`config.mk`:
```
export PLATFORM = sky130hd
export DESIGN_NAME = integer_to_radix_digits
export DESIGN_NICKNAME = d
export VERILOG_FILES = /design/src/design/i2rd_pkg.sv /design/src/design/integer_to_radix_digits.sv
export SDC_FILE = /design/constraint.sdc
export NUM_CORES = 1
export LEC_CHECK = 0
export ABC_AREA = 1
export BUFFER_PORTS_ARGS = -buffer_cell sky130_fd_sc_hd__buf_2
export CORE_MARGIN = 2
export CORE_UTILIZATION = 35
export CTS_BUF_LIST = sky130_fd_sc_hd__clkbuf_16
export DETAILED_ROUTE_END_ITERATION = 16
export GPL_ROUTABILITY_DRIVEN = 0
export PLACE_DENSITY_LB_ADDON = 0.15
export SLEW_MARGIN = 0
export SYNTH_ARGS = -nofsm -noshare
export SYNTH_HDL_FRONTEND = slang
export SYNTH_SLANG_ARGS = --single-unit
```
`constraint.sdc`:
```
create_clock -name clk_i -period 2.7 [get_ports clk_i]
set_input_delay 0.405 -clock clk_i [delete_from_list [all_inputs] [get_ports clk_i]]
set_output_delay 0.405 -clock clk_i [all_outputs]
set_load 0.05 [all_outputs]
```
`src/design/i2rd_pkg.sv`:
```
// Package for the integer to radix digit converter.
// Holds field widths and base limits; depends on nothing.
`timescale 1ns / 1ps

package i2rd_pkg;

  localparam int unsigned BaseW  = 6;
  localparam int unsigned PlaceW = 5;
  localparam int unsigned RemW   = BaseW + 1;

  localparam logic [BaseW-1:0] BaseMin = 6'd2;
  localparam logic [BaseW-1:0] BaseMax = 6'd36;

  typedef logic [BaseW-1:0]  base_t;
  typedef logic [PlaceW-1:0] place_t;
  typedef logic [RemW-1:0]   rem_t;

  // Fold an out-of-range base into 2..36.
  function automatic base_t clamp_base(input base_t b);
    base_t r;
    r = b;
    if (b < BaseMin) r = BaseMin;
    if (b > BaseMax) r = BaseMax;
    return r;
  endfunction

endpackage

```
`src/design/integer_to_radix_digits.sv`:
```
// Each digit comes from a bit-serial restoring divider that divides the value, then
// each quotient in turn, by the base; the last step of a digit waits while the output
// register is full.
// One value at a time: the next is taken the cycle after the last digit is computed.
// Reset (rst_ni low, asynchronous) returns the block to idle with no digit pending.
`timescale 1ns / 1ps

module integer_to_radix_digits
  import i2rd_pkg::*;
#(
  parameter int unsigned VALUE_BITS = 31
) (
  input  logic                  clk_i,
  input  logic                  rst_ni,
  input  logic                  in_valid_i,
  output logic                  in_ready_o,
  input  logic [VALUE_BITS-1:0] value_i,
  input  logic [BaseW-1:0]      target_base_i,
  output logic                  out_valid_o,
  input  logic                  out_ready_i,
  output logic [PlaceW-1:0]     place_o,
  output logic [BaseW-1:0]      digit_o,
  output logic                  last_o
);

  localparam int unsigned CntW = (VALUE_BITS > 1) ? $clog2(VALUE_BITS) : 1;
  localparam logic [CntW-1:0] CntLast = CntW'(VALUE_BITS - 1);

  localparam logic StIdle = 1'b0;
  localparam logic StDiv  = 1'b1;

  logic                  state_q, state_d;
  logic [VALUE_BITS-1:0] quo_q, quo_d;
  logic [BaseW-1:0]      rem_q, rem_d;
  base_t                 base_q, base_d;
  logic [CntW-1:0]       cnt_q, cnt_d;
  place_t                place_q, place_d;

  logic                  out_valid_q, out_valid_d;
  place_t                out_place_q, out_place_d;
  logic [BaseW-1:0]      out_digit_q, out_digit_d;
  logic                  out_last_q, out_last_d;

  rem_t                  rem_shift;
  logic                  ge;
  rem_t                  rem_sub;
  logic [VALUE_BITS-1:0] quo_step;
  logic                  out_free;
  logic                  step_en;

  assign in_ready_o = (state_q == StIdle);
  assign out_free   = !out_valid_q || out_ready_i;

  // One restoring division step: bring down the next dividend bit.
  assign rem_shift = {rem_q, quo_q[VALUE_BITS-1]};
  assign ge        = (rem_shift >= {1'b0, base_q});
  assign rem_sub   = rem_shift - {1'b0, base_q};
  assign quo_step  = {quo_q[VALUE_BITS-2:0], ge};

  // Stall the last step of a digit while the output register is full.
  assign step_en = (state_q == StDiv) && ((cnt_q != CntLast) || out_free);

  always_comb begin
    state_d     = state_q;
    quo_d       = quo_q;
    rem_d       = rem_q;
    base_d      = base_q;
    cnt_d       = cnt_q;
    place_d     = place_q;
    out_valid_d = out_valid_q;
    out_place_d = out_place_q;
    out_digit_d = out_digit_q;
    out_last_d  = out_last_q;

    // Drop the held digit once its transaction completes.
    if (out_valid_q && out_ready_i) begin
      out_valid_d = 1'b0;
    end

    unique case (state_q)
      StIdle: begin
        if (in_valid_i) begin
          quo_d   = value_i;
          rem_d   = '0;
          base_d  = clamp_base(target_base_i);
          cnt_d   = '0;
          place_d = '0;
          state_d = StDiv;
        end
      end
      StDiv: begin
        if (step_en) begin
          quo_d = quo_step;
          rem_d = ge ? rem_sub[BaseW-1:0] : rem_shift[BaseW-1:0];
          if (cnt_q == CntLast) begin
            // Digit done: hand it to the output and restart on the quotient.
            out_valid_d = 1'b1;
            out_place_d = place_q;
            out_digit_d = ge ? rem_sub[BaseW-1:0] : rem_shift[BaseW-1:0];
            out_last_d  = (quo_step == '0);
            rem_d       = '0;
            cnt_d       = '0;
            place_d     = place_q + place_t'(1);
            if (quo_step == '0) begin
              state_d = StIdle;
            end
          end else begin
            cnt_d = cnt_q + CntW'(1);
          end
        end
      end
      default: state_d = StIdle;
    endcase
  end

  // Hold control state under reset.
  always_ff @(posedge clk_i or negedge rst_ni) begin
    if (!rst_ni) begin
      state_q     <= StIdle;
      out_valid_q <= 1'b0;
    end else begin
      state_q     <= state_d;
      out_valid_q <= out_valid_d;
    end
  end

  // Advance datapath and output payload registers.
  always_ff @(posedge clk_i) begin
    quo_q       <= quo_d;
    rem_q       <= rem_d;
    base_q      <= base_d;
    cnt_q       <= cnt_d;
    place_q     <= place_d;
    out_place_q <= out_place_d;
    out_digit_q <= out_digit_d;
    out_last_q  <= out_last_d;
  end

  assign out_valid_o = out_valid_q;
  assign place_o     = out_place_q;
  assign digit_o     = out_digit_q;
  assign last_o      = out_last_q;

endmodule

```
==> results of run 1 <==
[worst max-delay path, stage by stage (launching register included)]
cell and delay (ns):
edfxtp_1 0.43, inv_1 0.09, ha_1 0.14, nand4_1 0.16, nand2_1 0.21, buf_4 0.20, inv_1 0.07, nor2_1 0.34
[cells in the mapped netlist]
cell | number | area share (%)
or2_4 | 1 | 0.26
inv_1 | 38 | 4.3
nor2_1 | 41 | 4.6
buf_2 | 3 | 0.45
nand3_2 | 1 | 0.30
o21ai_1 | 1 | 0.15
nand2_1 | 130 | 15
clkbuf_1 | 6 | 0.67
nand4_1 | 2 | 0.37
nor2_2 | 2 | 0.37
nor3_1 | 2 | 0.30
nand2_4 | 1 | 0.34
o21ai_0 | 10 | 1.5
nand3_1 | 10 | 1.5
dfrtp_1 | 2 | 1.5
a21boi_4 | 1 | 0.56
edfxtp_1 | 65 | 58
fa_1 | 1 | 0.60
a21oi_1 | 4 | 0.60
nand2_2 | 3 | 0.56
a21oi_2 | 1 | 0.26
nand3_4 | 1 | 0.52
inv_2 | 3 | 0.34
ha_1 | 9 | 3.4
o21ai_2 | 2 | 0.52
xor2_1 | 4 | 1.0
xnor2_1 | 3 | 0.79
nor2_4 | 3 | 1.0
nand3b_1 | 1 | 0.22
clkinv_1 | 1 | 0.11
[what timing repair did]
action | CTS | global route
endpoints found under the hold margin | 2 | 0
hold buffers | 1 | 0
endpoints found under the setup margin | 0 | 0
gates resized for setup | 0 | 0
[flip-flops by register name (all words and copies together) (netlist names)]
signal	flops
state_q	1
last_o	1
rem_q	6
place_q	5
out_valid_o	1
quo_q	31
base_q	6
place_o	5
cnt_q	5
digit_o	6
[routing by layer]
layer	routed length, um	vias to the layer above	GRT usage [%]
met5	15	-	0
met4	67	2	5.93
met3	294	7	3.93
met2	2990	54	20.3
met1	3160	1079	18.8
li1	-	1250	-
[worst max-delay path by stage]
stage                   from    endpoint  slack, ns  cells after the start
finish              cnt_q[0]  place_q[1]       0.70                      7
global placement    cnt_q[0]  place_q[4]       0.81                      7
global route        cnt_q[0]  place_q[1]       0.53                      7
CTS                  state_q  in_ready_o       0.68                      3
detailed placement  cnt_q[0]  place_q[3]       0.74                      7
floorplan           cnt_q[0]    cnt_q[0]       0.41                      6
[final cells by class]
class / instances / area [sq um]
repair buffers: 60 / 330
flip-flops and latches: 67 / 2000
clock buffers: 9 / 225
clock inverters: 7 / 93.8
well taps: 129 / 161
multi-input cells: 234 / 1150
fillers: 910 / 5120
inverters: 42 / 158
[power groups by stage]
stage	sequential, mW	combinational, mW	clock (mW)
floorplan	1.75	0.956	0
global placement	1.79	1.20	0
detailed placement	1.80	1.20	0
CTS	1.78	1.21	1.26
global route	1.82	1.39	1.31
finish	1.78	1.20	1.23
[per-stage QoR]
stage               cells  total power [mW]
global placement      531              2.99
detailed placement    531              3.00
finish                548              4.21
floorplan             352              2.70
global route          548              4.52
CTS                   548              4.26
[logic make-up after synthesis]
family / synth area share (%)
compound gates: 3.59
xor+xnor: 1.83
fa+ha+maj: 3.96
buf+inv: 5.83
flops: 59.8
simple gates: 24.9
==> flow_summary.yaml, run 1 <==
setup_path:
  crit_type: "flip-flop to flip-flop"
  reg2reg_depth: 7
  crit_path_end_kind: "flip-flop"
  cp_data_required_time_ns: 2.68
  cp-start-kind: "flip-flop"
  reg2reg_slack_ns: 0.70
  r2r-end: "place_q[1]"
  critPathMaxFanout: 7
  arrival_ns: 1.98
  regToRegStartpoint: "cnt_q[0]"
placement:
  dpl_worst_slack_ns: 0.741
  dp_hpwl_mm: 4.62
  postPlaceCellArea_sq_um: 3790
  io_buffers: 54
global_routing:
  antenna_found_initial: 1
  grt_start_max_net_pins: 43
  grt_pass1_vias: 2283
  grt_pass1_wl_mm: 10.7
  grt_usage_pct: 13.8
  grt_overflow_total: 0
floorplan:
  die_area_sq_um: 10400
  die_h_um: 102
  ios: 55
  start_util_pct: 36.2
  die_x_um: 102
  fp.coreArea_sq_um: 9240
  rows: 35
sta:
  rsz0062_at_grt: "false"
  max_freq_ghz: 0.500
  fin_ws_ns: 0.701
  drv_slew: 0
  setup_viol: 0
  worst_slew_pin_slew_ns: 0.438
  clock_skew_ns: 0.00847
  finalCritPeriodShare_pct: 74.0
  hold_viol: 0
  fin_crit_ns: 2.00
  timing.hold.ws_ns: 0.277
  setup_tns_ns: 0
  slew_headroom_pct: 70.7
final_layout:
  area.growth.synth_to_final_pct: 23.2
  final_util_pct: 44.6
  final_common_cell: "nand2_1"
  nets: 465
  stdcell_area_sq_um: 4120
  drive_gt1_share_pct: 22.4
  mostFrequentLayoutCells: "129 x nand2_1, 65 x edfxtp_1, 54 x buf_2, 41 x nor2_1, 39 x inv_1"
  antenna_cells: 0
drt:
  drt_iter0_drc: 96
  wl_per_cell_um: 11.9
  drt_wl_total_mm: 6.53
  viasPerCell: 4.36
  vias: 2392
  drt_drc_violations_left: 0
  first_pass_iters: 4
  postRouteAntennaNets: 0
run_status:
  outcome: "finished clean"
cts:
  cts-root-buf: "clkbuf_16"
  cts-htree-levels: 3
  clock_sinks: 67
  postCtsSetupBuffers: 0
  clkTransAtPathRegs_ns: 0.06
  cts_inserted_buffers: 9
  cts_tree: "built"
  cts.path.max_buffers: 2
  clk_latency_ns: 0.33
synthesis:
  syn_inst: 352
  ys_seq_area_share_pct: 59.8
  yosys_warnings: 0
  synth_nets: 403
  syn-cell-area_sq_um: 3350
  syn_area_per_cell_sq_um: 9.50
  synth-seq-cells: 67
  synth_cell_types: 30
pwr:
  sw_frac_of_total_pct: 31.9
  internal_power_mw: 2.87
  p_clk_share_pct: 29.3
  p_switching_mw: 1.34
  vdd_ir_drop_max_uv: 341
  leakage_nw: 1.91
  power_density_nw_per_um2: 1020
  p_seq_share_pct: 42.3
  p_comb_share_pct: 28.4
worst_hold_path:
  hold_path_end: "base_q[5]"
  hold_class: "input port to flip-flop"
  hp-start: "target_base_i[5]"
  min_delay_path_depth: 1
flow_run:
  drv_cap: 0
No activity file was read; power rests on OpenSTA's default activity.
==> run 2: changes to the inputs <==
Clock period 2.7 ns to 1.9 ns, I/O delays scaled along.
==> flow_summary.yaml, run 2 (synthesized netlist as in run 1, its figures left out) <==
sta:
  max_freq_ghz: 0.554
  drv_slew: 0
  worst_slew_pin_slew_ns: 0.360
  slew_headroom_pct: 75.7
  fin_crit_ns: 1.81
  clock_skew_ns: 0.00729
  setup_tns_ns: 0
  hold_viol: 0
  finalCritPeriodShare_pct: 95.1
  timing.hold.ws_ns: 0.158
  setup_viol: 0
drt:
  drt_drc_violations_left: 0
  vias: 2431
  postRouteAntennaNets: 0
  drt_wl_total_mm: 6.75
  wl_per_cell_um: 12.1
  first_pass_iters: 4
  viasPerCell: 4.36
  drt_iter0_drc: 72
setup_path:
  reg2reg_slack_ns: 0.09
  crit_slowest_cell: "edfxtp_1"
  crit_end: "quo_q[0]"
  arrival_ns: 1.87
  regToRegStartpoint: "rem_q[2]"
  r2r-end: "quo_q[0]"
  critPathTopFamily: "simple AND/OR/NAND/NOR gates"
  cp_data_required_time_ns: 1.97
  crit_start: "rem_q[2]"
  crit_cells: 8
  crit_path_max_incr_delay_ns: 0.41
  crit_type: "flip-flop to flip-flop"
  reg2reg_depth: 8
  crit_path_end_kind: "flip-flop"
  critPathMaxFanout: 4
  cp-start-kind: "flip-flop"
  path_cells: "ha_1 -> nand2_1 -> nor2_1 -> nand2_2 -> nand3_2 -> nor2_4 -> buf_4 -> o21ai_0"
  path_buf_inv: 1
final_layout:
  area.growth.synth_to_final_pct: 27.3
  largest-register: "quo_q"
  final_common_cell: "nand2_1"
  fillers: 870
  nets: 474
  mostFrequentLayoutCells: "128 x nand2_1, 65 x edfxtp_1, 54 x buf_2, 41 x nor2_1, 38 x inv_1"
  largest_reg_flops: 31
  fin_cells: 557
  antenna_cells: 0
  stdcell_area_sq_um: 4260
  drive_gt1_share_pct: 26.2
floorplan:
  fp.coreArea_sq_um: 9240
  die_h_um: 102
  start_util_pct: 36.2
  rows: 35
  die_x_um: 102
  die_area_sq_um: 10400
  ios: 55
placement:
  dp_hpwl_mm: 4.53
  postPlaceCellArea_sq_um: 3830
  dp_cells: 535
  io_buffers: 54
global_routing:
  grt_usage_pct: 14.5
  antenna_found_initial: 0
  grt_start_max_net_pins: 43
  grt_pass1_wl_mm: 11.4
  grt_overflow_total: 0
  grt_pass1_vias: 2390
cts:
  cts_tree: "built"
  cts.path.max_buffers: 2
  cts-root-buf: "clkbuf_16"
  cts_inserted_buffers: 9
  clock_sinks: 67
  cts-htree-levels: 3
  clk_latency_ns: 0.33
  clkTransAtPathRegs_ns: 0.06
worst_hold_path:
  hold_class: "input port to flip-flop"
flow_run:
  drv_cap: 0
pwr:
  leakage_nw: 1.95
  vdd_ir_drop_max_uv: 481
  finalPower_mw: 6.13
  power_density_nw_per_um2: 1440
run_status:
  outcome: "finished clean"
run 2: cell count changes in the layout (fill, tap and decap cells not counted), sizes merged:
cell	delta
nand3	+1
inv	+1
buf	+8
clkinvlp	+1
clkinv	-1
bufinv	-1
run 2: per-stage QoR:
step	util, %	worst slack (ns)
after global routing	46.1	-0.0141
after global placement	41.5	0.100
final	46.1	0.0935
after detailed placement	41.5	0.0236
after floorplan	-	0.0303
after CTS	44.9	0.0128
run 2: worst min path at each step:
stage	startpoint	end	slack, ns	cells after the start
after floorplan	rst_ni	out_valid_o	-0.01	0
after CTS	target_base_i[5]	base_q[5]	0.15	1
final	target_base_i[5]	base_q[5]	0.16	1
after detailed placement	rst_ni	out_valid_o	0.08	1
after global routing	target_base_i[5]	base_q[5]	0.15	1
after global placement	rst_ni	out_valid_o	0.09	1
run 2: metal layers:
metal	wire, um	track usage (%)	vias up
li1	-	-	1276
met1	3370	20.4	1104
met2	3010	21.1	43
met3	280	3.93	8
met4	97	6.13	0
met5	0	0	-
run 2: power breakdown:
part	leakage (nW)	total [mW]	switching (mW)	internal, mW
Combinational	1.12	1.90	1.09	0.815
Sequential	0.695	2.54	0.277	2.26
Clock	0.142	1.69	0.664	1.02
run 2: cell type report:
class | count | area (sq um) | share of cell area (%)
Sequential cell | 67 | 2000 | 47.0
Multi-Input combinational cell | 235 | 1230 | 29.0
Timing Repair Buffer | 68 | 403 | 9.46
Clock buffer | 9 | 225 | 5.29
Tap cell | 129 | 161 | 3.79
Inverter | 42 | 158 | 3.70
Clock inverter | 7 | 76.3 | 1.79
run 2: what timing repair did:
action / in CTS / in global routing
buffers inserted: 0 / 4
hold buffers: 1 / 0
endpoints found under the setup margin: 0 / 13
endpoints found under the hold margin: 2 / 0
resized for setup: 0 / 10
